### src/rtl/mcbp_ram.sv
// generic simple dual port ram with registered read
module mcbp_ram #(
   parameter int WIDTH = 8,
   parameter int DEPTH = 16,
   localparam int AW = (DEPTH > 1) ? $clog2(DEPTH) : 1
) (
   input  logic             clock,
   input  logic             we,
   input  logic [AW-1:0]    waddr,
   input  logic [WIDTH-1:0] wdata,
   input  logic             re,
   input  logic [AW-1:0]    raddr,
   output logic [WIDTH-1:0] rdata
);

   logic [WIDTH-1:0] mem_ff [DEPTH];
   logic [WIDTH-1:0] rdata_ff;

   always_ff @(posedge clock) begin
      if (we) begin
         mem_ff[waddr] <= wdata;
      end
      if (re) begin
         rdata_ff <= mem_ff[raddr];
      end
   end

   assign rdata = rdata_ff;

endmodule

### config.mk
export PLATFORM = sky130hd
export DESIGN_NAME = mcbp_ram
export DESIGN_NICKNAME = d
export VERILOG_FILES = /design/src/rtl/mcbp_ram.sv
export SDC_FILE = /design/constraint.sdc
export NUM_CORES = 1
export LEC_CHECK = 0
export ABC_AREA = 0
export BUFFER_PORTS_ARGS = -buffer_cell sky130_fd_sc_hd__buf_2
export CAP_MARGIN = 30
export CORE_UTILIZATION = 50
export CTS_CLUSTER_SIZE = 14
export DETAILED_ROUTE_END_ITERATION = 6
export GPL_TIMING_DRIVEN = 0
export PLACE_DENSITY = 0.65
export SYNTH_ARGS = -nofsm -noshare
export SYNTH_HDL_FRONTEND = slang
export SYNTH_SLANG_ARGS = --single-unit
### constraint.sdc
create_clock -name clock -period 5.1 [get_ports clock]
set_input_delay 1.02 -clock clock [delete_from_list [all_inputs] [get_ports clock]]
set_output_delay 1.02 -clock clock [all_outputs]
set_load 0.01 [all_outputs]
### Yosys cells after proc, flatten, opt, wreduce, memory -nomap -nowiden

Memories as Yosys holds them, arrays and structs flattened. A register that Yosys moved wholly into a read port is not among the register bits.
Cells that the tools add are included.
Widths: inputs -> output; s select.

| word-level totals | value |
|---|---|
| output and inout bits | 8 |
| memory bits (writable) | 128 |
| register bits after elaboration | 0 |
| bits in latches | 0 |
| memories | 1 |
| bits in read-only memories | 0 |

Memory list:

| name | words | width | read ports | clocked after Yosys merged registers in | wr ports | line | source |
|---|---|---|---|---|---|---|---|
| mem_ff | 16 | 8 | 1 | 1 | 1 | 16 | `logic [WIDTH-1:0] mem_ff [DEPTH];` |

| operators by class | value |
|---|---|
| reductions and logical operators | 0 |
| equality and inequality tests | 0 |
| order comparisons | 0 |
| shifts and indexed selects | 0 |
| add/sub/neg operators | 0 |
| muxes and demuxes | 2 |
| div/mod/pow operators | 0 |
| multiply operators | 0 |
| bitwise logic cells | 0 |

Operator list:

| cell | count |
|---|---|
| $mux 1 | 2 |

### Longest topological paths before layout

| logic depth | value |
|---|---|
| depth after elaboration | 2 |
| depth in mapped cells | 5 |
| depth with buffers taken out | 3 |

### Worst setup path after synthesis

OpenSTA, ideal clock, no wires.

| timing | value |
|---|---|
| path kind | input-to-reg |
| start point | in waddr[2] |
| end point | mem mem_ff[0][0], enable pin |
| required time | 4717 ps |
| setup time | 383 ps |
| path buffers | 0 |
| path slack | 2587 ps |
| cell stages on the path | 2 |
| arrival | 2130 ps |
| path through | or3b_2 > nor3_1 |

RTL lines:

| element | line | source |
|---|---|---|
| start: declaration | 9 | `input logic [AW-1:0] waddr,` |
| end: declaration | 16 |  |

No word-level cell before the write port.

### Worst setup path in the final report

| timing | value |
|---|---|
| start point | in waddr[2] |
| end point | mem mem_ff[3][6], enable pin |

No word-level cell before the write port.

==> impl_metrics.json <==
{
  "holdPathStages": 3,
  "clkLatencyLatePin_ns": 0.50,
  "powerDensity_nw_per_um2": 415.9,
  "hpwlAfterDp_um": 5952,
  "drt_iter0_drc": 189,
  "num_vias": 2370,
  "period_minus_slack_ns": 2.175,
  "netlist_instances": 229,
  "cts_tree": "yes",
  "synthFlopType": "edfxtp_1",
  "area_growth_syn_to_layout_pct": 17.04,
  "synth_nets": 248,
  "track_usage": 0.1895,
  "pwr-share-clk": 0.457,
  "die_w_um": 104.3,
  "n_antenna_cell": 0,
  "ys_warn_count": 0,
  "crit_arrival_ns": 2.30,
  "p_seq_frac": 0.497,
  "cts_made_buffers": 17,
  "synth_seq_area_share": 0.7812,
  "startpoint_type": "primary input",
  "ios": 27,
  "fill_cells": 701,
  "finClkSkew_ns": 0.008489,
  "ant_nets": 0,
  "p_int_mw": 2.044,
  "grt_pass1_wl_um": 14190,
  "min-delay-start": "mem_ff[8][1]$_DFFE_PP_",
  "yosysTopAreaCell": "edfxtp_1",
  "nets": 296,
  "run_status": "finished clean",
  "grt_max_degree": 17,
  "p_sw_frac": 0.1969,
  "timing.rr.end": "rdata[7]$_DFFE_PP_",
  "io_buffers": 25,
  "holdWs_ns": 0.7676,
  "setup_viol": 0,
  "register_area_um2": 4084,
  "overflow": 0,
  "min_to": "rdata[1]$_DFFE_PP_",
  "synthTopCellsByArea": "edfxtp_1, mux4_2, mux4_1",
  "post-route-period-util": 0.4265,
  "stdcell_area_um2": 6118,
  "finalSetupTns_ns": 0,
  "rsz0062_at_grt": "false",
  "drv_slew": 0,
  "yosysTopAreaCellShare": 0.7812,
  "ys_seq_elements": 136,
  "vdd_drop_max_v": 0.0001937,
  "layout-drive-gt1-share": 0.2931,
  "worstSetupEndpointType": "flip-flop",
  "slew_headroom": 0.4680,
  "cts.sinks": 136,
  "clock_path_buffers": 2,
  "worstRegToRegCells": 3,
  "r2r-start": "mem_ff[7][7]$_DFFE_PP_",
  "tightest_slew_ns": 0.7950,
  "synth_edf_count": 136,
  "core_um2": 9955,
  "clock-root-buffer": "clkbuf_8",
  "cts.htree.levels": 4,
  "power_frac_comb": 0.046,
  "synthDistinctLibCells": 18,
  "multi_input_area_um2": 1057,
  "initial_utilization": 0.5251,
  "synth_most_common_cell": "edfxtp_1",
  "finalHoldViolations": 0,
  "clock.fmax_ghz": 0.4597,
  "wire_per_inst_um": 22.09,
  "antenna_found_initial": 0,
  "min_path_type": "reg -> reg",
  "path_max_fanout": 8,
  "netlist_area_um2": 5228,
  "die_y_um": 104.3,
  "switchingPower_mw": 0.5012,
  "cts_resized": 0,
  "wl_um": 9343,
  "crit_type": "in -> reg",
  "synth_common_cells": "edfxtp_1, mux4_2, a22oi_1, mux4_1, nor2_1",
  "drt_pre_antenna_iters": 5,
  "async_flop_share": 0,
  "critPathRequiredTime_ns": 5.22,
  "routabilityCongestion": 0.6943,
  "rrSetupSlack_ns": 3.55,
  "post-cts-setup-buffer-count": 0,
  "vias_per_cell": 5.603,
  "grt_pass1_vias": 2489,
  "postSynthAreaPerCell_um2": 22.83,
  "p_leak_nw": 2.051,
  "place_area_um2": 5544,
  "num_rows": 36,
  "dieArea_um2": 10870,
  "drc_errors": 0,
  "clk_pin_slew_ns": 0.06,
  "maxCapViolCount": 0,
  "hold_buffers": 0
}
[cell families (layout without fill, tap and decap cells)]
group | after synthesis | count (layout) | synth area share
mux | 32 | 32 | 0.1479
simple gates | 35 | 35 | 0.03136
flops | 136 | 136 | 0.7812
buf+inv | 10 | 71 | 0.01651
compound gates | 16 | 16 | 0.02298
[flip-flops by register name (all words and copies together) (netlist names)]
register	cells
rdata	8
mem_ff	128
[cell type report]
cell class              count  area share
plain buffers              10     0.01411
clock buffers              17     0.06769
clock inverters            15     0.02618
multi-input cells          83      0.1728
flip-flops and latches    136      0.6675
well taps                 133     0.02720
repair buffers             29     0.02454
[worst max-delay path, stage by stage]
cell,delay (ns)
buf_2,0.12
or3b_2,0.53
nor2_1,0.63
[layer usage]
metal	share of wire	GRT usage	vias up	wire (um)
met4	0.016	0.08163	0	153
met1	0.42	0.2501	1213	3905
li1	-	-	1078	-
met2	0.50	0.3038	71	4703
met5	0	0	-	0
met3	0.062	0.04574	8	580
[per-stage QoR]
step           instances  worst slack (ns)    util  power [mW]
6_report             423             2.925  0.6146       2.545
5_1_grt              423             2.863  0.6146       2.619
4_1_cts              423             2.884  0.6146       2.567
3_5_place_dp         391             2.393  0.5569       1.408
3_3_place_gp         387             2.062  0.5544       1.403
2_1_floorplan        229             2.587       -       1.354
[power groups by stage]
stage               Combinational (mW)  Sequential (mW)  Clock [mW]
global placement                 0.116             1.29           0
detailed placement               0.120             1.29           0
global route                     0.128             1.27        1.22
floorplan                       0.0636             1.29           0
finish                           0.118             1.26        1.16
CTS                              0.120             1.26        1.18
[worst max path at each step]
stage	end	slack, ns	start
2_1_floorplan	mem_ff[0][0]$_DFFE_PP_	2.59	waddr[2]
6_report	mem_ff[3][6]$_DFFE_PP_	2.92	waddr[2]
5_1_grt	mem_ff[2][2]$_DFFE_PP_	2.86	waddr[2]
4_1_cts	mem_ff[3][6]$_DFFE_PP_	2.88	waddr[2]
3_5_place_dp	mem_ff[3][0]$_DFFE_PP_	2.39	waddr[2]
3_3_place_gp	mem_ff[0][0]$_DFFE_PP_	2.06	waddr[2]
[layout by cell type, fill, tap and decap left out, types with 4 or more instances in the layout]
master     count
a22oi_1       16
nor2_1        13
buf_2         30
nand2_1        9
clkinv_1       5
mux4_2        18
edfxtp_1     136
mux4_1        14
nor3_1         4
clkbuf_16     16
Power figures use the tool's default switching activity.
