--- src/rtl/mcbp_pkg.sv ---
// shared constants, types and helpers of the byte pipe fifo
package mcbp_pkg;

   localparam int NUM_PIPES   = 8;
   localparam int PIPE_DEPTH  = 512;
   localparam int SLOT_W      = (NUM_PIPES > 1) ? $clog2(NUM_PIPES) : 1;
   localparam int PTR_W       = $clog2(PIPE_DEPTH);
   localparam int LVL_W       = $clog2(PIPE_DEPTH + 1);
   localparam int ADDR_W      = $clog2(NUM_PIPES * PIPE_DEPTH);

   localparam int CMD_W       = 2;
   localparam int DESC_W      = 10;
   localparam int DATA_W      = 8;
   localparam int LEN_W       = 7;
   localparam int STAT_W      = 3;
   localparam int CMP_W       = (LVL_W > LEN_W) ? LVL_W : LEN_W;

   localparam int REQ_TDATA_W = 32;
   localparam int RSP_TDATA_W = 32;

   localparam int DESC_BASE   = 100;
   localparam int MAX_READ    = 64;

   localparam logic [CMD_W-1:0] CMD_CREATE = 2'd0;
   localparam logic [CMD_W-1:0] CMD_WRITE  = 2'd1;
   localparam logic [CMD_W-1:0] CMD_READ   = 2'd2;

   localparam logic [STAT_W-1:0] ST_OK     = 3'd0;
   localparam logic [STAT_W-1:0] ST_BAD    = 3'd1;
   localparam logic [STAT_W-1:0] ST_NOSLOT = 3'd2;
   localparam logic [STAT_W-1:0] ST_FULL   = 3'd3;
   localparam logic [STAT_W-1:0] ST_EMPTY  = 3'd4;

   typedef struct packed {
      logic [LVL_W-1:0] fill;
      logic [PTR_W-1:0] tail;
      logic [PTR_W-1:0] head;
   } ptr_entry_type;

   localparam int PTR_ENTRY_W = $bits(ptr_entry_type);

   typedef struct packed {
      logic [STAT_W-1:0] status;
      logic [DATA_W-1:0] read_data;
      logic              last;
      logic [DESC_W-1:0] read_end;
      logic [DESC_W-1:0] write_end;
   } rsp_beat_type;

   typedef struct packed {
      logic         valid;
      rsp_beat_type beat;
   } rsp_push_type;

   typedef struct packed {
      logic [1:0] count;
      logic       pop;
   } obuf_status_type;

   function automatic logic [PTR_W-1:0] next_ptr(input logic [PTR_W-1:0] ptr);
      logic [PTR_W-1:0] res;
      if (ptr == PTR_W'(PIPE_DEPTH - 1)) begin
         res = '0;
      end else begin
         res = ptr + 1'b1;
      end
      return res;
   endfunction

   function automatic logic [ADDR_W-1:0] byte_addr(input logic [SLOT_W-1:0] slot,
                                                   input logic [PTR_W-1:0] ptr);
      logic [ADDR_W-1:0] res;
      res = ADDR_W'(slot) * ADDR_W'(PIPE_DEPTH) + ADDR_W'(ptr);
      return res;
   endfunction

endpackage

--- src/rtl/mcbp_obuf.sv ---
// two-entry result buffer driving the rsp stream
module mcbp_obuf (
   input  logic                                  clock,
   input  logic                                  reset,
   input  mcbp_pkg::rsp_push_type                push,
   output mcbp_pkg::obuf_status_type             obuf_status,
   output logic                                  rsp_tvalid,
   input  logic                                  rsp_tready,
   output logic [mcbp_pkg::RSP_TDATA_W-1:0]      rsp_tdata,  // status, read_data, read_end, write_end
   output logic                                  rsp_tlast
);
   import mcbp_pkg::*;

   rsp_beat_type ent_ff [2];
   logic         wr_ff;
   logic         wr_in;
   logic         rd_ff;
   logic         rd_in;
   logic [1:0]   count_ff;
   logic [1:0]   count_in;
   logic         pop;
   rsp_beat_type head_beat;

   assign head_beat  = ent_ff[rd_ff];
   assign rsp_tvalid = (count_ff != 2'd0);
   assign pop        = rsp_tvalid && rsp_tready;
   assign rsp_tdata  = RSP_TDATA_W'({head_beat.write_end, head_beat.read_end,
                                     head_beat.read_data, head_beat.status});
   assign rsp_tlast  = head_beat.last;

   assign obuf_status.count = count_ff;
   assign obuf_status.pop   = pop;

   always_comb begin
      wr_in    = wr_ff;
      rd_in    = rd_ff;
      count_in = count_ff;
      if (push.valid) begin
         wr_in = ~wr_ff;
      end
      if (pop) begin
         rd_in = ~rd_ff;
      end
      if (push.valid && !pop) begin
         count_in = count_ff + 2'd1;
      end else if (!push.valid && pop) begin
         count_in = count_ff - 2'd1;
      end
   end

   always_ff @(posedge clock) begin
      if (reset) begin
         wr_ff    <= 1'b0;
         rd_ff    <= 1'b0;
         count_ff <= 2'd0;
      end else begin
         wr_ff    <= wr_in;
         rd_ff    <= rd_in;
         count_ff <= count_in;
      end
   end

   always_ff @(posedge clock) begin
      if (push.valid) begin
         ent_ff[wr_ff] <= push.beat;
      end
   end

   a_no_overflow: assert property (@(posedge clock) disable iff (reset)
      (push.valid && !pop) |-> (count_ff != 2'd2))
      else $error("result beat pushed into a full buffer");

   a_count_range: assert property (@(posedge clock) disable iff (reset)
      count_ff != 2'd3)
      else $error("buffer count out of range");

   a_ptr_match: assert property (@(posedge clock) disable iff (reset)
      (count_ff != 2'd1) |-> (wr_ff == rd_ff))
      else $error("buffer pointers disagree with count");

endmodule

--- config.mk ---
export PLATFORM = sky130hd
export DESIGN_NAME = mcbp_obuf
export DESIGN_NICKNAME = d
export VERILOG_FILES = /design/src/rtl/mcbp_pkg.sv /design/src/rtl/mcbp_obuf.sv
export SDC_FILE = /design/constraint.sdc
export NUM_CORES = 1
export LEC_CHECK = 0
export BUFFER_PORTS_ARGS = -buffer_cell sky130_fd_sc_hd__buf_2
export CORE_ASPECT_RATIO = 0.5
export CORE_UTILIZATION = 55
export CTS_CLUSTER_SIZE = 40
export DETAILED_ROUTE_END_ITERATION = 16
export PLACE_DENSITY = 0.88
export SLEW_MARGIN = 10
export SYNTH_ARGS = -nofsm -noshare
export SYNTH_HDL_FRONTEND = slang
export SYNTH_SLANG_ARGS = --single-unit
--- constraint.sdc ---
create_clock -name clock -period 6.55 [get_ports clock]
set_input_delay 0.655 -clock clock [delete_from_list [all_inputs] [get_ports clock]]
set_output_delay 0.655 -clock clock [all_outputs]
set_load 0.02 [all_outputs]
# Word-level counts from Yosys, hierarchy flattened
# Memory sizes are Yosys's and may differ from the RTL's. A register that Yosys moved wholly into a read port is not among the register bits.
# Cells that the tools add are included.
op_classes:
  n_addsub: 2
  muxes: 6
  bitwise: 2
  reduce_logical: 7
ops:
  columns: ["operator", "count"]
  rows:
  - ["$mux 1", 4]
  - ["$mux 2", 2]
  - ["$reduce_bool 2->1", 2]
  - ["$logic_and 1x1->1", 3]
  - ["$add 2x1->2 const B", 1]
  - ["$logic_not 1->1", 2]
  - ["$not 1->1", 2]
  - ["$sub 2x1->2 const B", 1]
totals:
  register_bits: 4
  ramBits: 64
  inputBits: 36
  wordCells: 21
  n_memories: 1
mem_list:
  columns: ["memory", "words", "word_bits", "read_ports", "rd_clocked_by_memory_dff", "write_ports", "line", "text"]
  rows:
  - ["ent_ff", 2, 32, 1, 1, 1, "mcbp_obuf.sv:14", "rsp_beat_type ent_ff [2];"]

# Depth between registers and ports, before layout
# Gate-level depths: netlist of run 1.
depth:
  ltp_word: 5
  depth_mapped: 5
  ltp_nobuf: 5

# Worst setup path before layout of run 1
# Ideal clock, no wire load.
synth_timing:
  path_type: "input -> register"
  from: "input push[32] in the netlist's numbering"
  to: "memory ent_ff[0][0] in the netlist's numbering (enable)"
  t_arrival_ns: 2.103
  required_time_ns: 6.125
  path_slack_ns: 4.023
  cell_stages: 1
  path_buffers: 0
  cell_sequence: "nor2b_1"
synth_between:
  elab_chain_cells: 2
synth_lines:
  columns: ["item", "line", "text"]
  rows:
  - ["from (decl)", "mcbp_obuf.sv:5", "input mcbp_pkg::rsp_push_type push,"]
  - ["$mux 1", "mcbp_obuf.sv:64", "if (push.valid) begin"]
  - ["$mux 1 (implied by the code)", "mcbp_obuf.sv:65", "ent_ff[wr_ff] <= push.beat;"]
  - ["to (decl)", "mcbp_obuf.sv:14", null]
# Every way passes these cells.

==> qor.yml, run 1 <==
power_density_nw_per_um2: 380
met3_length_um: 208
syn_inst: 125
final.min_clock_period_ns: 2.36
grt_setup_unrepaired: "false"
clkLatencyLatePin_ns: 0.33
p_leak_nw: 1.21
num-fill-cells: 280
skew_ns: 0.00469
top_layer_used: "met4"
die-height_um: 50.0
drive_above_1_share: 0.563
grtUsageTotal: 0.179
cts_made_buffers: 9
cts-root-buf: "clkbuf_8"
post_drt_wl_per_cell_um: 14.7
register_area_um2: 2020
first_iter_violations: 75
finalCritPeriodShare: 0.360
cap_violations: 0
portBuffers: 71
vias: 1312
tightest_slew_ns: 0.916
synth.largest_area_cell: "edfxtp_1"
multiInputGateArea_um2: 474
ys_types: 19
synthTopCellsByArea: "edfxtp_1 76%, mux2_2 13%, dfxtp_1 3.9%, buf_4 1.5%, xor2_1 1.0%"
drv_slew: 0
min-delay-start: "push[6]"
timing.rr.start: "wr_ff$_SDFFE_PP0P_"
max_slew_margin: 0.388
antenna_found_initial: 0
critical_path_arrival_ns: 1.70
grt_pass1_wl_mm: 6.07
synth-edff-count: 64
num_antenna_cells: 0
yosysSeqAreaShare: 0.798
cts_tree: "yes"
ir_worst_vdd_mv: 0.226
drt_first_pass_iters: 10
finalWirelength_mm: 3.90
post_cts_buffers: 0
drcViolationCount: 3
yosys_warnings: 0
start_util: 0.576
syn_nets: 162
cts.path.max_buffers: 2
setup_violations: 0
ant_nets: 0
synth-main-ff-cell: "edfxtp_1"
worst-path-max-fanout: 28
post-dp-hpwl_mm: 2.57
status: "complete, but fails checks"
postCtsHoldBufs: 0
cp.required_ns: 5.89
syn_to_final_growth_pct: 23.8
min_path_type: "in -> reg"
synth_seq_cells: 69
cts.sinks: 69
pin_count: 73
avgSynthCellArea_um2: 20.3
final_hold_viol_count: 0
clk_pin_slew_worst_paths_ns: 0.07
startpoint_type: "flip-flop"
die_w_um: 98.0
grt_overflow: 0
wl_met2_mm: 2.15
dieArea_um2: 4900
core_area_um2: 4400
endpoint_kind: "output port"
async_reset_ff_frac: 0
grt_max_degree: 33
fmax_mhz: 424
wl_met1_mm: 1.48
netlist_area_um2: 2530
reg2reg_slack_ns: 4.82
gp_congestion: 0.658
whs_ns: 0.506
finish.net_count: 240
grt_pass1_vias: 1333
violations: "DRC"
setup_tns_ns: 0
yosysTopAreaCellShare: 0.758
cts.htree.levels: 3
crit_type: "reg -> out"
avgViaCountPerCell: 4.95
rows: 17
ctsResizeCount: 0
-- cell type report --
class / instances / area share
clock buffer: 14 / 0.0518
tap: 57 / 0.0227
sequential: 69 / 0.644
inverter: 1 / 0.00120
multi-input combinational: 49 / 0.151
timing repair buffer: 73 / 0.118
clock inverter: 2 / 0.0108
-- layer usage --
layer | vias to the layer above | global-route usage
li1 | 637 | -
met1 | 635 | 0.184
met2 | 34 | 0.300
met3 | 6 | 0.0936
met4 | 0 | 0.0960
met5 | - | 0
-- registers in the layout, summed over array words and instances (netlist names), named ones only --
register  cells
rd_ff         1
wr_ff         1
count_ff      2
ent_ff       64
-- logic make-up after synthesis --
group / synth area share
buffers and inverters: 0.0183
DFF: 0.798
muxes: 0.142
xor gates and xnor gates: 0.0138
and+or+nand+nor: 0.0158
AOI/OAI and AO/OA: 0.00592
adders and majority gates: 0.00494
other: 0.00148
-- per-stage QoR --
step	cell area [um2]	std cells	utilization	worst slack (ns)	power, mW
after floorplan	2530	125	-	4.02	0.786
after global placement	2940	249	0.668	4.48	0.863
after detailed placement	2940	249	0.668	4.43	0.871
after CTS	3140	265	0.713	4.15	1.20
after global routing	3140	265	0.713	4.08	1.25
final	3140	265	0.713	4.19	1.19
-- worst max-delay path, stage by stage (launching register included) --
cell and delay [ns]:
dfxtp_1 0.43, buf_4 0.38, mux2_2 0.39, buf_2 0.16
-- synth_stat cells, drive strengths merged (2+ instances only) --
master / instances
nor2: 4
mux2: 32
dfxtp: 5
edfxtp: 64
o21ai: 2
xor2: 3
buf: 5
-- report_power, final --
part / internal (mW) / switching [mW]
logic: 0.135 / 0.184
clock network: 0.196 / 0.137
registers: 0.522 / 0.0184
total: 0.852 / 0.340
-- path summary, 6_finish.rpt --
| path | cells after the start | to |
|---|---|---|
| worst min-delay path | 1 | ent_ff[1][6]$_DFFE_PP_ |
| worst max register to register | 2 | ent_ff[1][4]$_DFFE_PP_ |
| worst max-delay path | 3 | rsp_tdata[12] |
| worst min register to register | 2 | rd_ff$_SDFFE_PP0P_ |
-- cells in the final DEF, fill, tap and decap left out, drive strengths merged --
master | synthesis | final
nor2 | 4 | 4
a21oi | 1 | 1
mux2 | 32 | 32
or2 | 1 | 1
conb | 1 | 1
dfxtp | 5 | 5
edfxtp | 64 | 64
xnor2 | 1 | 1
or3 | 1 | 1
clkinv | 0 | 1
bufinv | 0 | 1
xor2 | 3 | 3
ha | 1 | 1
buf | 5 | 73
nor2b | 1 | 1
o21ai | 2 | 2
and2 | 1 | 1
clkbuf | 1 | 14
inv | 1 | 1
Note: power is estimated with default switching activity, not from simulation.
==> inputs of run 2 (changes only) <==
Settings changed: CORE_UTILIZATION 55 to 46, PLACE_DENSITY 0.88 to 0.79.
Clock period 6.55 ns to 2.1 ns, I/O delays scaled along.
==> qor.yml, run 2 (synthesis gave the netlist of run 1 again) <==
syn_to_final_growth_pct: 24.2
critPathSlowestCell: "mux2_2"
cts.sinks: 69
layout_common_cells: "71 x buf_2, 64 x edfxtp_1, 30 x mux2_2, 9 x clkbuf_8"
dieArea_um2: 5830
crit_type: "reg -> out"
min_path_type: "in -> reg"
cts-root-buf: "clkbuf_8"
cap_violations: 0
final_hold_viol_count: 0
drive_above_1_share: 0.557
largest_reg_flops: 64
grt_pass1_vias: 1356
core_area_um2: 5110
startpoint_type: "flip-flop"
cts.path.max_buffers: 2
final.min_clock_period_ns: 1.68
grt_pass1_wl_mm: 6.27
fmax_mhz: 594
skew_ns: 0.00483
num_antenna_cells: 0
reg.largest.list: "ent_ff x64, count_ff x2"
status: "finished, final reports clean"
p_leak_nw: 1.21
grt_overflow: 0
crit_path_cell_trace: "buf_4 > mux2_2 > buf_2"
post_cts_buffers: 0
rows: 18
finalWirelength_mm: 4.09
first_iter_violations: 35
vias: 1321
grt_setup_unrepaired: "false"
grt_max_degree: 33
portBuffers: 71
final_common_cell: "buf_2"
pin_count: 73
die-height_um: 54.5
setup_tns_ns: 0
antenna_found_initial: 0
clkLatencyLatePin_ns: 0.32
postCtsHoldBufs: 0
slowest_delay_ns: 0.38
setup_violations: 0
ir_worst_vdd_mv: 0.613
utilization: 0.616
drv_slew: 0
grtUsageTotal: 0.151
gp_congestion: 0.777
cts_tree: "yes"
cts.htree.levels: 3
critical_path_arrival_ns: 1.47
avgViaCountPerCell: 4.72
whs_ns: 0.0776
drt_first_pass_iters: 4
finalCritPeriodShare: 0.801
ant_nets: 0
worst-path-max-fanout: 19
cp.required_ns: 1.89
finish.net_count: 242
start_util: 0.496
cts_made_buffers: 9
ctsResizeCount: 0
power_density_nw_per_um2: 1160
post_drt_wl_per_cell_um: 14.6
drcViolationCount: 0
post-dp-hpwl_mm: 2.80
endpoint_kind: "output port"
total_power_mw: 3.67
die_w_um: 107
clk_pin_slew_worst_paths_ns: 0.07
top_register: "ent_ff"
## run 2: metrics by stage
stage               setup slack [ns]  instances  area, um2
floorplan                      0.513        125       2540
global placement               0.706        264       2970
detailed placement             0.571        264       2970
CTS                            0.390        280       3150
global route                   0.324        280       3150
finish                         0.417        280       3150
## run 2: critical path, delay by kind of cell (launching register included)
kind     cells  cell delay [ns]
buf+inv      2             0.44
flops        1             0.34
mux          1             0.38
## run 2: metal layers
metal | global-route usage | up-vias | wire length, um | share of wire
li1 | - | 636 | - | -
met1 | 0.164 | 650 | 1640 | 0.40
met2 | 0.286 | 31 | 2270 | 0.56
met3 | 0.0583 | 4 | 145 | 0.035
met4 | 0.0479 | 0 | 35 | 0.0086
met5 | 0 | - | 0 | 0
## run 2: final timing paths
path	cells past startpoint	slack (ns)	startpoint	to
min	1	0.08	push[13]	ent_ff[1][13]$_DFFE_PP_
max reg2reg	4	0.59	count_ff[0]$_SDFFE_PP0P_	count_ff[1]$_SDFFE_PP0P_
min reg2reg	2	0.51	rd_ff$_SDFFE_PP0P_	rd_ff$_SDFFE_PP0P_
max	3	0.42	flip-flop	rsp_tdata[20]
## run 2: area by class of cell
class / count / area, um2
sequential: 69 / 2020
tap: 70 / 87.6
clock buffer: 14 / 143
clock inverter: 2 / 33.8
multi-input combinational: 49 / 474
inverter: 1 / 3.75
fill: 386 / 1960
timing repair buffer: 75 / 385
## run 2: report_power, final
part / internal, mW / switching, mW / total, mW / leakage [nW]
sequential: 1.63 / 0.0485 / 1.67 / 0.642
combinational: 0.434 / 0.589 / 1.02 / 0.484
clock: 0.548 / 0.422 / 0.971 / 0.0863
total: 2.61 / 1.06 / 3.67 / 1.21
==> inputs of run 3 (changes only) <==
Settings changed: ABC_AREA from default to 1, CORE_UTILIZATION 46 to 52, PLACE_DENSITY 0.79 to 0.83.
Clock period 2.1 ns to 1.68 ns, I/O delays scaled along.
==> qor.yml, run 3 <==
status: "finished, final reports clean"
grt_pass1_vias: 1419
crit_path_cell_trace: "buf_6 > mux2_4 > buf_2"
utilization: 0.671
ant_nets: 0
grt_setup_unrepaired: "false"
avgSynthCellArea_um2: 19.7
finish.net_count: 258
synth_seq_cells: 69
vias: 1410
reg.largest.list: "ent_ff x64, count_ff x2"
num-fill-cells: 371
critical_path_arrival_ns: 1.41
synth.largest_area_cell: "edfxtp_1"
drive_above_1_share: 0.562
cap_violations: 0
gp_congestion: 0.684
largest_reg_flops: 64
slowest_delay_ns: 0.36
reg2reg_slack_ns: 0.37
netlist_area_um2: 2710
cts.htree.levels: 3
worst-path-max-fanout: 15
rows: 18
portBuffers: 71
drt_first_pass_iters: 4
synth-main-ff-cell: "edfxtp_1"
cts_made_buffers: 9
top_register: "ent_ff"
final.min_clock_period_ns: 1.58
grt_max_degree: 22
finalCritPeriodShare: 0.940
num_antenna_cells: 0
crit_type: "reg -> out"
drv_slew: 0
drcViolationCount: 0
ir_worst_vdd_mv: 0.907
finalWirelength_mm: 4.12
post_drt_wl_per_cell_um: 13.9
fin_cells: 296
post_cts_buffers: 0
post-dp-hpwl_mm: 2.92
setup_violations: 0
clk_pin_slew_worst_paths_ns: 0.07
grt_pass1_wl_mm: 6.30
cts_tree: "yes"
start_util: 0.545
cts.path.max_buffers: 2
whs_ns: 0.0218
die_w_um: 104
pin_count: 73
grt_overflow: 0
die-height_um: 53.1
layout_common_cells: "71 x buf_2, 64 x edfxtp_1, 30 x mux2_4, 9 x nand2_1, 9 x clkbuf_8"
synth_common_cells: "64 x edfxtp_1, 30 x mux2_4, 9 x nand2_1"
async_reset_ff_frac: 0
avgViaCountPerCell: 4.76
final_common_cell: "buf_2"
syn_inst: 138
skew_ns: 0.00438
syn_nets: 175
power_frac_comb: 0.180
antenna_found_initial: 0
clkLatencyLatePin_ns: 0.33
p_sw_frac: 0.250
p_sw_uw: 998
setup_tns_ns: 0
synth_most_common_cell: "edfxtp_1"
yosysTopAreaCellShare: 0.708
first_iter_violations: 33
yosysSeqAreaShare: 0.745
power_density_nw_per_um2: 1190
min_path_type: "in -> reg"
cp.required_ns: 1.51
p_int_mw: 2.99
p_seq_frac: 0.508
synth-edff-count: 64
cts-root-buf: "clkbuf_8"
fmax_mhz: 633
critPathSlowestCell: "dfxtp_2"
core_area_um2: 4980
final_hold_viol_count: 0
dpl.cell_count: 279
syn_to_final_growth_pct: 23.1
cts.sinks: 69
clockPowerShare: 0.312
synthTopCellsByArea: "edfxtp_1 71%, mux2_4 17%, dfxtp_1 3.7%, buf_12 2.2%, nand2_1 1.2%"
grtUsageTotal: 0.162
endpoint_kind: "output port"
p_leak_nw: 1.38
yosys_warnings: 0
dieArea_um2: 5530
startpoint_type: "flip-flop"
ys_types: 18
-- run 3: cell count changes after synthesis, sizes merged, moves of 2 or more --
cell | previous run | this run
nor2 | 4 | 6
nand2 | 0 | 9
inv | 1 | 9
xor2 | 3 | 0
-- run 3: path summary, 6_finish.rpt --
| check | endpoint | depth (start not counted) | from |
|---|---|---|---|
| worst min-delay path | ent_ff[1][0]$_DFFE_PP_ | 1 | push[0] |
| worst max register to register | count_ff[1]$_SDFFE_PP0P_ | 9 | count_ff[0]$_SDFFE_PP0P_ |
| worst min register to register | flip-flop | 2 | rd_ff$_SDFFE_PP0P_ |
| worst max-delay path | rsp_tdata[27] | 3 | flip-flop |
-- run 3: cell families (layout without fill, tap and decap cells) --
| family | count (synthesis) | after routing | synth area share |
|---|---|---|---|
| flops | 69 | 69 | 0.745 |
| mux | 32 | 32 | 0.174 |
| simple gates | 18 | 18 | 0.0267 |
| buf+inv | 15 | 103 | 0.0443 |
| compound gates | 2 | 2 | 0.00368 |
| fa+ha+maj | 1 | 1 | 0.00461 |
| other cells | 1 | 1 | 0.00138 |
-- run 3: power groups by stage --
| stage | sequential [mW] | clock [mW] | combinational, mW |
|---|---|---|---|
| after floorplan | 2.06 | 0 | 0.539 |
| after global placement | 2.06 | 0 | 0.701 |
| after detailed placement | 2.06 | 0 | 0.721 |
| after CTS | 2.03 | 1.28 | 0.726 |
| after global routing | 2.03 | 1.35 | 0.768 |
| final | 2.02 | 1.25 | 0.719 |
-- run 3: metal layers --
layer | wire length, um | up-vias | part of all wire | track usage
met2 | 2280 | 33 | 0.55 | 0.314
met4 | 75 | 0 | 0.018 | 0.0857
met5 | 0 | - | 0 | 0
met3 | 195 | 7 | 0.047 | 0.0567
li1 | - | 673 | - | -
met1 | 1570 | 697 | 0.38 | 0.159
-- run 3: repair_timing --
action,CTS,global route
hold endpoints to repair,1,0
endpoints found under the setup margin,0,8
gates resized for setup,0,1
hold buffers,1,0
-- run 3: area by class of cell --
| type | instances | area [um2] | area share |
|---|---|---|---|
| Clock buffer | 9 | 124 | 0.0371 |
| Clock inverter | 7 | 66.3 | 0.0199 |
| Inverter | 9 | 33.8 | 0.0101 |
| Multi-Input combinational cell | 54 | 579 | 0.173 |
| Sequential cell | 69 | 2020 | 0.606 |
| Tap cell | 70 | 87.6 | 0.0262 |
| Timing Repair Buffer | 78 | 427 | 0.128 |
-- run 3: metrics by stage --
step                setup slack (ns)  area, um2  total power [mW]
global placement               0.391       3140              2.76
floorplan                      0.103       2720              2.60
finish                         0.101       3340              3.99
global route                  0.0583       3340              4.15
CTS                          0.00445       3340              4.03
detailed placement             0.369       3140              2.78
-- run 3: worst max-delay path: cells and delay by family, from the launching register on --
family	cells	cell delay [ns]
multiplexers	1	0.33
flip-flops	1	0.36
buffers and inverters	2	0.40
