**config.mk**
```make
export PLATFORM = sky130hd
export DESIGN_NAME = mcbp_ctrl
export DESIGN_NICKNAME = d
export VERILOG_FILES = /design/src/rtl/mcbp_pkg.sv /design/src/rtl/mcbp_ctrl.sv
export SDC_FILE = /design/constraint.sdc
export NUM_CORES = 1
export LEC_CHECK = 0
export BUFFER_PORTS_ARGS = -buffer_cell sky130_fd_sc_hd__buf_2
export CAP_MARGIN = 0
export CORE_AREA = 2 2 97 99
export DETAILED_ROUTE_END_ITERATION = 16
export DIE_AREA = 0 0 99 101
export PLACE_DENSITY = 0.83
export REMOVE_ABC_BUFFERS = 1
export SLEW_MARGIN = 15
export SYNTH_ARGS = -nofsm -noshare
export SYNTH_HDL_FRONTEND = slang
export SYNTH_SLANG_ARGS = --single-unit
```
**constraint.sdc**
```tcl
create_clock -name clock -period 7.9 [get_ports clock]
set_input_delay 1.58 -clock clock [delete_from_list [all_inputs] [get_ports clock]]
set_output_delay 1.58 -clock clock [all_outputs]
set_load 0.03 [all_outputs]
```
**src/rtl/mcbp_pkg.sv**
```systemverilog
// shared constants, types and helpers of the byte pipe fifo
package mcbp_pkg;

   localparam int NUM_PIPES   = 8;
   localparam int PIPE_DEPTH  = 512;
   localparam int SLOT_W      = (NUM_PIPES > 1) ? $clog2(NUM_PIPES) : 1;
   localparam int PTR_W       = $clog2(PIPE_DEPTH);
   localparam int LVL_W       = $clog2(PIPE_DEPTH + 1);
   localparam int ADDR_W      = $clog2(NUM_PIPES * PIPE_DEPTH);

   localparam int CMD_W       = 2;
   localparam int DESC_W      = 10;
   localparam int DATA_W      = 8;
   localparam int LEN_W       = 7;
   localparam int STAT_W      = 3;
   localparam int CMP_W       = (LVL_W > LEN_W) ? LVL_W : LEN_W;

   localparam int REQ_TDATA_W = 32;
   localparam int RSP_TDATA_W = 32;

   localparam int DESC_BASE   = 100;
   localparam int MAX_READ    = 64;

   localparam logic [CMD_W-1:0] CMD_CREATE = 2'd0;
   localparam logic [CMD_W-1:0] CMD_WRITE  = 2'd1;
   localparam logic [CMD_W-1:0] CMD_READ   = 2'd2;

   localparam logic [STAT_W-1:0] ST_OK     = 3'd0;
   localparam logic [STAT_W-1:0] ST_BAD    = 3'd1;
   localparam logic [STAT_W-1:0] ST_NOSLOT = 3'd2;
   localparam logic [STAT_W-1:0] ST_FULL   = 3'd3;
   localparam logic [STAT_W-1:0] ST_EMPTY  = 3'd4;

   typedef struct packed {
      logic [LVL_W-1:0] fill;
      logic [PTR_W-1:0] tail;
      logic [PTR_W-1:0] head;
   } ptr_entry_type;

   localparam int PTR_ENTRY_W = $bits(ptr_entry_type);

   typedef struct packed {
      logic [STAT_W-1:0] status;
      logic [DATA_W-1:0] read_data;
      logic              last;
      logic [DESC_W-1:0] read_end;
      logic [DESC_W-1:0] write_end;
   } rsp_beat_type;

   typedef struct packed {
      logic         valid;
      rsp_beat_type beat;
   } rsp_push_type;

   typedef struct packed {
      logic [1:0] count;
      logic       pop;
   } obuf_status_type;

   function automatic logic [PTR_W-1:0] next_ptr(input logic [PTR_W-1:0] ptr);
      logic [PTR_W-1:0] res;
      if (ptr == PTR_W'(PIPE_DEPTH - 1)) begin
         res = '0;
      end else begin
         res = ptr + 1'b1;
      end
      return res;
   endfunction

   function automatic logic [ADDR_W-1:0] byte_addr(input logic [SLOT_W-1:0] slot,
                                                   input logic [PTR_W-1:0] ptr);
      logic [ADDR_W-1:0] res;
      res = ADDR_W'(slot) * ADDR_W'(PIPE_DEPTH) + ADDR_W'(ptr);
      return res;
   endfunction

endpackage

```
**src/rtl/mcbp_ctrl.sv**
```systemverilog
// command sequencer: pointer table read-modify-write and byte store access
module mcbp_ctrl (
   input  logic                                  clock,
   input  logic                                  reset,
   input  logic                                  req_tvalid,
   output logic                                  req_tready,
   input  logic [mcbp_pkg::REQ_TDATA_W-1:0]      req_tdata,  // descriptor, write_data, read_length
   input  logic [mcbp_pkg::CMD_W-1:0]            req_tuser,  // command
   output logic                                  ptr_we,
   output logic [mcbp_pkg::SLOT_W-1:0]           ptr_waddr,
   output logic [mcbp_pkg::PTR_ENTRY_W-1:0]      ptr_wdata,
   output logic                                  ptr_re,
   output logic [mcbp_pkg::SLOT_W-1:0]           ptr_raddr,
   input  logic [mcbp_pkg::PTR_ENTRY_W-1:0]      ptr_rdata,
   output logic                                  byte_we,
   output logic [mcbp_pkg::ADDR_W-1:0]           byte_waddr,
   output logic [mcbp_pkg::DATA_W-1:0]           byte_wdata,
   output logic                                  byte_re,
   output logic [mcbp_pkg::ADDR_W-1:0]           byte_raddr,
   input  logic [mcbp_pkg::DATA_W-1:0]           byte_rdata,
   output mcbp_pkg::rsp_push_type                push,
   input  mcbp_pkg::obuf_status_type             obuf_status
);
   import mcbp_pkg::*;

   localparam logic [1:0] S_IDLE = 2'd0;
   localparam logic [1:0] S_LOOK = 2'd1;
   localparam logic [1:0] S_READ = 2'd2;

   logic [1:0]           state_ff, state_in;
   logic [NUM_PIPES-1:0] active_ff, active_in;
   logic                 inflight_ff, inflight_in;
   logic                 last_ff, last_in;
   logic [LEN_W-1:0]     cnt_ff, cnt_in;

   logic [CMD_W-1:0]     cmd_ff;
   logic                 bad_ff;
   logic [SLOT_W-1:0]    slot_ff;
   logic [DATA_W-1:0]    wdata_ff;
   logic [LEN_W-1:0]     len_ff;
   logic [PTR_W-1:0]     head_ff, head_in;
   logic [PTR_W-1:0]     tail_ff, tail_in;
   logic [LVL_W-1:0]     fill_ff, fill_in;

   logic [DESC_W-1:0]    req_desc;
   logic [DATA_W-1:0]    req_wdata;
   logic [LEN_W-1:0]     req_len;
   logic [DESC_W-1:0]    desc_off;
   logic [DESC_W-2:0]    slot_wide;
   logic                 req_bad;
   logic                 accept;

   logic [2:0]           occ;
   logic                 room;
   logic                 free_found;
   logic [SLOT_W-1:0]    free_slot;
   logic                 slot_ok;
   ptr_entry_type        look_ptr;
   ptr_entry_type        wr_entry;
   logic [LEN_W-1:0]     len_clip;
   logic [LEN_W-1:0]     run_len;
   logic [DESC_W-1:0]    rend;

   assign req_desc  = req_tdata[DESC_W-1:0];
   assign req_wdata = req_tdata[DESC_W +: DATA_W];
   assign req_len   = req_tdata[DESC_W+DATA_W +: LEN_W];
   assign desc_off  = req_desc - DESC_W'(DESC_BASE);
   assign slot_wide = desc_off[DESC_W-1:1];
   assign req_bad   = (req_desc < DESC_W'(DESC_BASE)) ||
                      (slot_wide >= (DESC_W-1)'(NUM_PIPES));

   assign req_tready = (state_ff == S_IDLE);
   assign accept     = req_tvalid && req_tready;
   assign ptr_re     = accept;
   assign ptr_raddr  = slot_wide[SLOT_W-1:0];

   // buffer slots taken once in-flight byte lands, less the beat leaving now
   assign occ  = {1'b0, obuf_status.count} + {2'b0, inflight_ff} - {2'b0, obuf_status.pop};
   assign room = (occ <= 3'd1);

   assign look_ptr = ptr_entry_type'(ptr_rdata);
   assign slot_ok  = !bad_ff && active_ff[slot_ff];
   assign len_clip = (len_ff > LEN_W'(MAX_READ)) ? LEN_W'(MAX_READ) : len_ff;
   assign run_len  = (CMP_W'(len_clip) < CMP_W'(look_ptr.fill)) ? len_clip
                                                                : LEN_W'(look_ptr.fill);
   assign rend     = DESC_W'(DESC_BASE) + DESC_W'({free_slot, 1'b0});

   always_comb begin
      free_found = 1'b0;
      free_slot  = '0;
      for (int i = NUM_PIPES - 1; i >= 0; i--) begin
         if (!active_ff[i]) begin
            free_found = 1'b1;
            free_slot  = SLOT_W'(i);
         end
      end
   end

   always_comb begin
      state_in    = state_ff;
      active_in   = active_ff;
      inflight_in = 1'b0;
      last_in     = last_ff;
      cnt_in      = cnt_ff;
      head_in     = head_ff;
      tail_in     = tail_ff;
      fill_in     = fill_ff;
      ptr_we      = 1'b0;
      ptr_waddr   = slot_ff;
      wr_entry    = '0;
      byte_we     = 1'b0;
      byte_waddr  = byte_addr(slot_ff, look_ptr.tail);
      byte_wdata  = wdata_ff;
      byte_re     = 1'b0;
      byte_raddr  = byte_addr(slot_ff, head_ff);
      push        = '0;

      if (inflight_ff) begin
         push.valid          = 1'b1;
         push.beat.status    = ST_OK;
         push.beat.read_data = byte_rdata;
         push.beat.last      = last_ff;
      end

      case (state_ff)
         S_IDLE: begin
            if (accept) begin
               state_in = S_LOOK;
            end
         end
         S_LOOK: begin
            if (room) begin
               state_in       = S_IDLE;
               push.valid     = 1'b1;
               push.beat.last = 1'b1;
               case (cmd_ff)
                  CMD_CREATE: begin
                     if (free_found) begin
                        active_in[free_slot] = 1'b1;
                        ptr_we               = 1'b1;
                        ptr_waddr            = free_slot;
                        push.beat.status     = ST_OK;
                        push.beat.read_end   = rend;
                        push.beat.write_end  = rend + DESC_W'(1);
                     end else begin
                        push.beat.status = ST_NOSLOT;
                     end
                  end
                  CMD_WRITE: begin
                     if (!slot_ok) begin
                        push.beat.status = ST_BAD;
                     end else if (look_ptr.fill >= LVL_W'(PIPE_DEPTH)) begin
                        push.beat.status = ST_FULL;
                     end else begin
                        byte_we          = 1'b1;
                        ptr_we           = 1'b1;
                        wr_entry.head    = look_ptr.head;
                        wr_entry.tail    = next_ptr(look_ptr.tail);
                        wr_entry.fill    = look_ptr.fill + 1'b1;
                        push.beat.status = ST_OK;
                     end
                  end
                  CMD_READ: begin
                     if (!slot_ok) begin
                        push.beat.status = ST_BAD;
                     end else if (look_ptr.fill == '0) begin
                        push.beat.status = ST_EMPTY;
                     end else if (len_ff == '0) begin
                        push.valid = 1'b0;
                     end else begin
                        push.valid = 1'b0;
                        state_in   = S_READ;
                        head_in    = look_ptr.head;
                        tail_in    = look_ptr.tail;
                        fill_in    = look_ptr.fill;
                        cnt_in     = run_len;
                     end
                  end
                  default: begin
                     push.beat.status = ST_BAD;
                  end
               endcase
            end
         end
         S_READ: begin
            if (room) begin
               byte_re     = 1'b1;
               inflight_in = 1'b1;
               last_in     = (cnt_ff == LEN_W'(1));
               head_in     = next_ptr(head_ff);
               fill_in     = fill_ff - 1'b1;
               cnt_in      = cnt_ff - 1'b1;
               if (cnt_ff == LEN_W'(1)) begin
                  state_in      = S_IDLE;
                  ptr_we        = 1'b1;
                  wr_entry.head = next_ptr(head_ff);
                  wr_entry.tail = tail_ff;
                  wr_entry.fill = fill_ff - 1'b1;
               end
            end
         end
         default: begin
            state_in = S_IDLE;
         end
      endcase
      ptr_wdata = PTR_ENTRY_W'(wr_entry);
   end

   always_ff @(posedge clock) begin
      if (reset) begin
         state_ff    <= S_IDLE;
         active_ff   <= '0;
         inflight_ff <= 1'b0;
         last_ff     <= 1'b0;
         cnt_ff      <= '0;
      end else begin
         state_ff    <= state_in;
         active_ff   <= active_in;
         inflight_ff <= inflight_in;
         last_ff     <= last_in;
         cnt_ff      <= cnt_in;
      end
   end

   always_ff @(posedge clock) begin
      if (accept) begin
         cmd_ff   <= req_tuser;
         bad_ff   <= req_bad;
         slot_ff  <= slot_wide[SLOT_W-1:0];
         wdata_ff <= req_wdata;
         len_ff   <= req_len;
      end
      head_ff <= head_in;
      tail_ff <= tail_in;
      fill_ff <= fill_in;
   end

   a_run_nonzero: assert property (@(posedge clock) disable iff (reset)
      (state_ff == S_READ) |-> (cnt_ff != '0))
      else $error("read run active with no bytes left");

   a_fill_bound: assert property (@(posedge clock) disable iff (reset)
      (state_ff == S_LOOK && slot_ok) |-> (look_ptr.fill <= LVL_W'(PIPE_DEPTH)))
      else $error("pipe fill level above depth");

   a_push_source: assert property (@(posedge clock) disable iff (reset)
      (push.valid && !inflight_ff) |-> (state_ff == S_LOOK))
      else $error("status beat pushed outside lookup");

   a_run_room: assert property (@(posedge clock) disable iff (reset)
      byte_re |-> (state_ff == S_READ) && (cnt_ff != '0) && slot_ok)
      else $error("byte read issued outside a valid read run");

endmodule

```
# Word-level counts from Yosys, hierarchy flattened

Cells that the tools add are included.

Word-level logic and storage cells: 161
Input port bits: 76
Register bits after elaboration: 68

Equal/unequal tests: 15
Mux-type cells: 94
$add $sub $neg: 12
$lt $le $gt $ge: 9
Reductions and logical operators: 15
Bitwise operators: 3

Operators with widths:

| operator                                                               | number |
|---|---|
| 28-bit 2-to-1 mux                                                      | 6 |
| 9-bit 2-to-1 mux                                                       | 8 |
| 10-bit 2-to-1 mux                                                      | 6 |
| 7-bit 2-to-1 mux                                                       | 8 |
| 28-bit case mux with 2 select lines                                    | 1 |
| 21-bit 2-to-1 mux                                                      | 2 |
| 3-bit 2-to-1 mux                                                       | 14 |
| 18-bit 2-to-1 mux                                                      | 2 |
| 12-bit by 9-bit adder with 12-bit output                               | 2 |
| 1-bit 2-to-1 mux                                                       | 24 |
| 2-bit 2-to-1 mux                                                       | 11 |
| 10-bit case mux with 2 select lines                                    | 1 |
| 9-bit by 1-bit adder with 9-bit output (second input constant)         | 2 |
| 9-bit equality test (second input constant)                            | 2 |
| 9-bit case mux with 2 select lines                                     | 1 |
| 2-bit != test (second input constant)                                  | 7 |
| 7-bit case mux with 2 select lines                                     | 1 |
| 13-bit 2-to-1 mux                                                      | 1 |
| 10-bit by 1-bit adder with 10-bit output (second input constant)       | 1 |
| 10-bit >= comparator (second input constant)                           | 1 |
| 10-bit zero test                                                       | 1 |
| 10-bit by 7-bit < comparator with 1-bit output (second input constant) | 1 |
| 7-bit by 10-bit < comparator with 1-bit output                         | 1 |
| 10-bit by 1-bit subtractor with 10-bit output (second input constant)  | 1 |
| other kinds (33)                                                       | 43 |

# Logic depth before layout (Yosys ltp)

Word-level depth: 14
Mapped depth: 16
Depth with buffers taken out: 14

# Least setup slack after synthesis

Ideal clock, no wire load.

Path kind: in2out
Start point: input obuf_status[0] (netlist bit)
End point: output push[12] (netlist bit)
Stages on the path: 11
Data required time: 6.320 ns
Buffers on the path: 2
Arrival time: 4.593 ns
Setup slack: 1.727 ns
Cell sequence: ha_1 inv_1 ha_1 inv_1 fa_1 xnor2_1 nand4b_1 nor3_1 clkbuf_1 nor2b_1 buf_4

RTL lines:

| item            | RTL line        | source |
|---|---|---|
| start, declared | mcbp_ctrl.sv:22 | `input mcbp_pkg::obuf_status_type obuf_status` |
| end, declared   | mcbp_ctrl.sv:21 | `output mcbp_pkg::rsp_push_type push,` |

# Final worst setup path

Start point: input obuf_status[0] (netlist bit)
End point: output ptr_wdata[11] (netlist bit)

Cells in the longest elaborated chain, start to end: 4
Elaborated cells on any way between the ends: 5
Those cells by class: add/sub: 1; order compare: 1; mux: 3

RTL lines:

| item                                             | RTL line                           | source |
|---|---|---|
| 3-bit by 1-bit subtractor with 3-bit output *    | mcbp_ctrl.sv:78                    | `assign occ = {1'b0, obuf_status.count} + {2'b0, inflight_ff} - {2'b0, obuf_status.pop};` |
| 3-bit by 1-bit <= comparator with 1-bit output * | mcbp_ctrl.sv:79                    | `assign room = (occ <= 3'd1);` |
| 28-bit 2-to-1 mux, on equally long branches      | mcbp_ctrl.sv:186, mcbp_ctrl.sv:132 |  |
| 28-bit case mux with 2 select lines *            | mcbp_ctrl.sv:125                   | `case (state_ff)` |
| end, declared                                    | mcbp_ctrl.sv:11                    | `output logic [mcbp_pkg::PTR_ENTRY_W-1:0] ptr_wdata,` |

Every way passes the cells marked *; elsewhere a longest branch is shown, timed or not.

==> out/qor.yml <==
outcome: "complete, no violations"
pwr-share-comb: 0.187
worst_ir_drop_vdd_mv: 0.0896
finalWirelength_um: 11600
cts_hold_repair.buffers: 0
critical_path.endpoint_type: "output port"
routed_via_density: 5.54
number_of_antenna_violating_nets_in_the_routed_design: 0
critical_path.reg2reg.endpoint: "cnt_ff[6]"
critPathMaxStageDelay_ps: 370
tritoncts_clock_tree: "done"
worstHoldStart: "last_ff"
synth_compound_area_frac: 0.145
placement.setup.worst_slack_ps: 1800
setup-violations-final: 0
cp.required_ps: 6320
gp_congestion: 0.883
power-per-cell-area_mw_per_mm2: 144
number_of_enable_type_register_cells_in_the_synthesized_netlist: 49
holdCritPathClass: "reg -> reg"
final-instance-count-excl-fill: 778
fp_rows: 35
diodes: 0
finalHoldViolations: 0
ys_warnings: 0
drt_pass1_iterations: 5
report.final.slew_viol_count: 0
unrepaired_setup_endpoints_after_global_routing: "no"
floorplan.die.width_um: 99
die-area_mm2: 0.0100
category_of_the_critical_setup_timing_path: "in -> out"
start_util: 0.531
syn_area_per_cell_um2: 9.04
chipHeight_um: 101
final_common_cell: "sky130_fd_sc_hd__buf_2"
port_buffers: 164
drive_above_1_share: 0.304
fin_nets: 763
grt_pass1_wl_um: 18600
place.detailed.instances: 762
sinks_on_clock_net: 68
largest_net_degree_at_the_start_of_global_routing: 49
worstRegToRegCells: 12
drt_first_iter_violations: 200
total_switching_power_uw: 248
num_vias: 4309
min_path_cells: 2
ctsLongestPathBuffers: 2
post_cts_resize_count: 0
worst_r2r_startpoint: "inflight_ff"
post_cts_clock_slew_at_the_launch_and_capture_registers_of_the_worst_setup_and_hold_paths_ps: 80
post_synthesis_cell_count: 527
dpl_cell_area_mm2: 0.00548
cap_viol_max_count: 0
worstMarginPinSlew_ps: 903
seq_power_share: 0.496
worst-endpoint-arrival_ps: 4520
post-dp-hpwl_um: 8800
number_of_antenna_violations_at_the_first_check_in_global_routing: 0
ys_async_sr_fraction: 0
clock_insertion_delay_worst_skew_ps: 340
post_synthesis_adder_cell_area_fraction: 0.0672
power.leakage_nw: 2.47
layout.core_utilization: 0.629
cts.repair_timing.setup_buffer_count: 0
worstHoldEndpoint: "last_ff"
ys.flop_type: "sky130_fd_sc_hd__edfxtp_1"
grt_overflow: 0
core_area_mm2: 0.00898
cellInternalPower_uw: 564
yosys.area_share.simple: 0.221
synth_top_family_by_area: "simple AND/OR/NAND/NOR gates"
finalClockSkew_ps: 15.6
area_growth_syn_to_layout_pct: 18.5
post-route-cell-area_mm2: 0.00565
fin_tns_setup_ps: 0
drcViolationCount: 0
synth_sequential_area_ratio: 0.389
via_count_of_the_first_global_routing_pass: 4045
mostFrequentLayoutCells: "sky130_fd_sc_hd__buf_2 (164), sky130_fd_sc_hd__edfxtp_1 (49), sky130_fd_sc_hd__nor2_1 (48)"
timing.slew.headroom: 0.396
critical_path.cell_chain: "buf_2 -> ha_1 -> inv_1 -> ha_1 -> inv_1 -> fa_1 -> xnor2_1 -> nand4b_1 -> nor2_1 -> nand2_1 -> inv_2 -> nand2b_1 -> o21ai_0 -> and2_1 -> buf_2"
syn_area_mm2: 0.00477
final_critical_path_setup_slack_ps: 1800
clockPowerShare: 0.317
netlist-cell-type-count: 62
clockRootBuffer: "sky130_fd_sc_hd__clkbuf_8"
fmaxAchievable_ghz: 0.164
wl_per_cell_um: 14.9
groute.usage.overall: 0.227
sw_frac_of_total: 0.306
yosys_register_bits: 68
fin_crit_ps: 6100
setup.worst_path.start_class: "input port"
top_level_port_count: 180
cts-buffers-inserted: 9
finalCritPeriodShare: 0.772
r2r_setup_slack_ps: 4430
worst-path-max-fanout: 15
worst_path_max_delay_cell: "sky130_fd_sc_hd__fa_1"
synthXorXnorAreaFrac: 0.0496
ctsHtreeMaxLevel: 3
synthMuxAreaShare: 0.0370
-- layout make-up --
| cell class | count | area, µm² |
|---|---|---|
| clock buffer | 9 | 124 |
| clock inverter | 7 | 50.0 |
| fill | 798 | 3330 |
| inverter | 34 | 128 |
| multi-input combinational | 381 | 2510 |
| sequential | 68 | 1850 |
| tap | 111 | 139 |
| timing repair buffer | 168 | 851 |
-- metal layers --
layer  vias up  part of all wire  track usage
met5         -                 0            0
met4         0            0.0082       0.0643
met3        11             0.066       0.0451
met2       159              0.50        0.403
met1      2021              0.42        0.282
li1       2118                 -            -
-- logic make-up after synthesis --
logic type	after synthesis
XOR/XNOR	27
AND/OR/NAND/NOR	201
AO/OA/AOI/OAI	106
flip-flops	68
buffers and inverters	84
multiplexers	15
adder cells (fa/ha/maj)	25
other	1
-- worst max-delay path: cells and delay by family --
kind / cells / cell delay [ps]
and+or+nand+nor: 5 / 970
adders and majority gates: 3 / 770
buffers and inverters: 5 / 720
xor gates and xnor gates: 1 / 240
AOI/OAI and AO/OA: 1 / 220
-- power by group through the flow --
stage	Clock [mW]	Sequential [mW]	Combinational, mW
2_1_floorplan	0	0.423	0.0766
3_3_place_gp	0	0.411	0.147
3_5_place_dp	0	0.411	0.151
4_1_cts	0.263	0.403	0.152
5_1_grt	0.276	0.405	0.165
6_report	0.257	0.403	0.152
-- registers in the layout, summed over array words and instances, names as in the netlist --
register	count
fill_ff	10
head_ff	9
tail_ff	9
active_ff	8
byte_wdata	8
cnt_ff	7
len_ff	7
slot_ff	3
cmd_ff	2
state_ff	2
bad_ff	1
inflight_ff	1
last_ff	1
-- Yosys cell counts (3+ instances only) --
master                     count  share of area
sky130_fd_sc_hd__nand3b_1      3         0.0047
sky130_fd_sc_hd__mux2i_1       3         0.0063
sky130_fd_sc_hd__buf_4        28          0.044
sky130_fd_sc_hd__nor3_1       13          0.014
sky130_fd_sc_hd__buf_1         3         0.0024
sky130_fd_sc_hd__o31ai_1       6         0.0095
sky130_fd_sc_hd__a31oi_1       7         0.0092
sky130_fd_sc_hd__nand2_1      30          0.024
sky130_fd_sc_hd__mux2_2       11          0.026
sky130_fd_sc_hd__nand2b_1      5         0.0066
sky130_fd_sc_hd__o22ai_1       8          0.011
sky130_fd_sc_hd__a22oi_1       9          0.014
sky130_fd_sc_hd__nand4_1       6         0.0079
sky130_fd_sc_hd__clkbuf_1     16          0.013
sky130_fd_sc_hd__o21ai_0      22          0.023
sky130_fd_sc_hd__and2_1       28          0.037
sky130_fd_sc_hd__ha_1         24          0.063
sky130_fd_sc_hd__xor2_1        7          0.013
sky130_fd_sc_hd__nand3_1      18          0.019
sky130_fd_sc_hd__nor2b_1      22          0.029
sky130_fd_sc_hd__inv_1        32          0.025
sky130_fd_sc_hd__nor4_1        5         0.0066
sky130_fd_sc_hd__and3_1       10          0.013
sky130_fd_sc_hd__nor2_1       48          0.038
sky130_fd_sc_hd__or3_1         3         0.0039
sky130_fd_sc_hd__dfxtp_1      19          0.080
sky130_fd_sc_hd__edfxtp_1     49           0.31
sky130_fd_sc_hd__a311oi_1      3         0.0055
sky130_fd_sc_hd__xnor2_1      20          0.037
sky130_fd_sc_hd__a21oi_1      28          0.029
-- metrics by stage --
step | total power [mW] | hold WS (ps)
after floorplan | 0.499 | 457
after global routing | 0.846 | 539
after CTS | 0.818 | 512
after detailed placement | 0.562 | 500
final | 0.812 | 521
after global placement | 0.558 | 471
-- how the worst max path moves through the flow --
| stage | start | to | slack [ps] |
|---|---|---|---|
| after floorplan | obuf_status[0] | ptr_waddr[1] | -1540 |
| after global placement | obuf_status[0] | ptr_wdata[11] | 1810 |
| after detailed placement | obuf_status[0] | ptr_wdata[11] | 1800 |
| after CTS | obuf_status[0] | ptr_wdata[11] | 1800 |
| after global routing | obuf_status[0] | ptr_wdata[13] | 1480 |
| final | obuf_status[0] | ptr_wdata[11] | 1800 |
(Power assumes the default switching activity.)
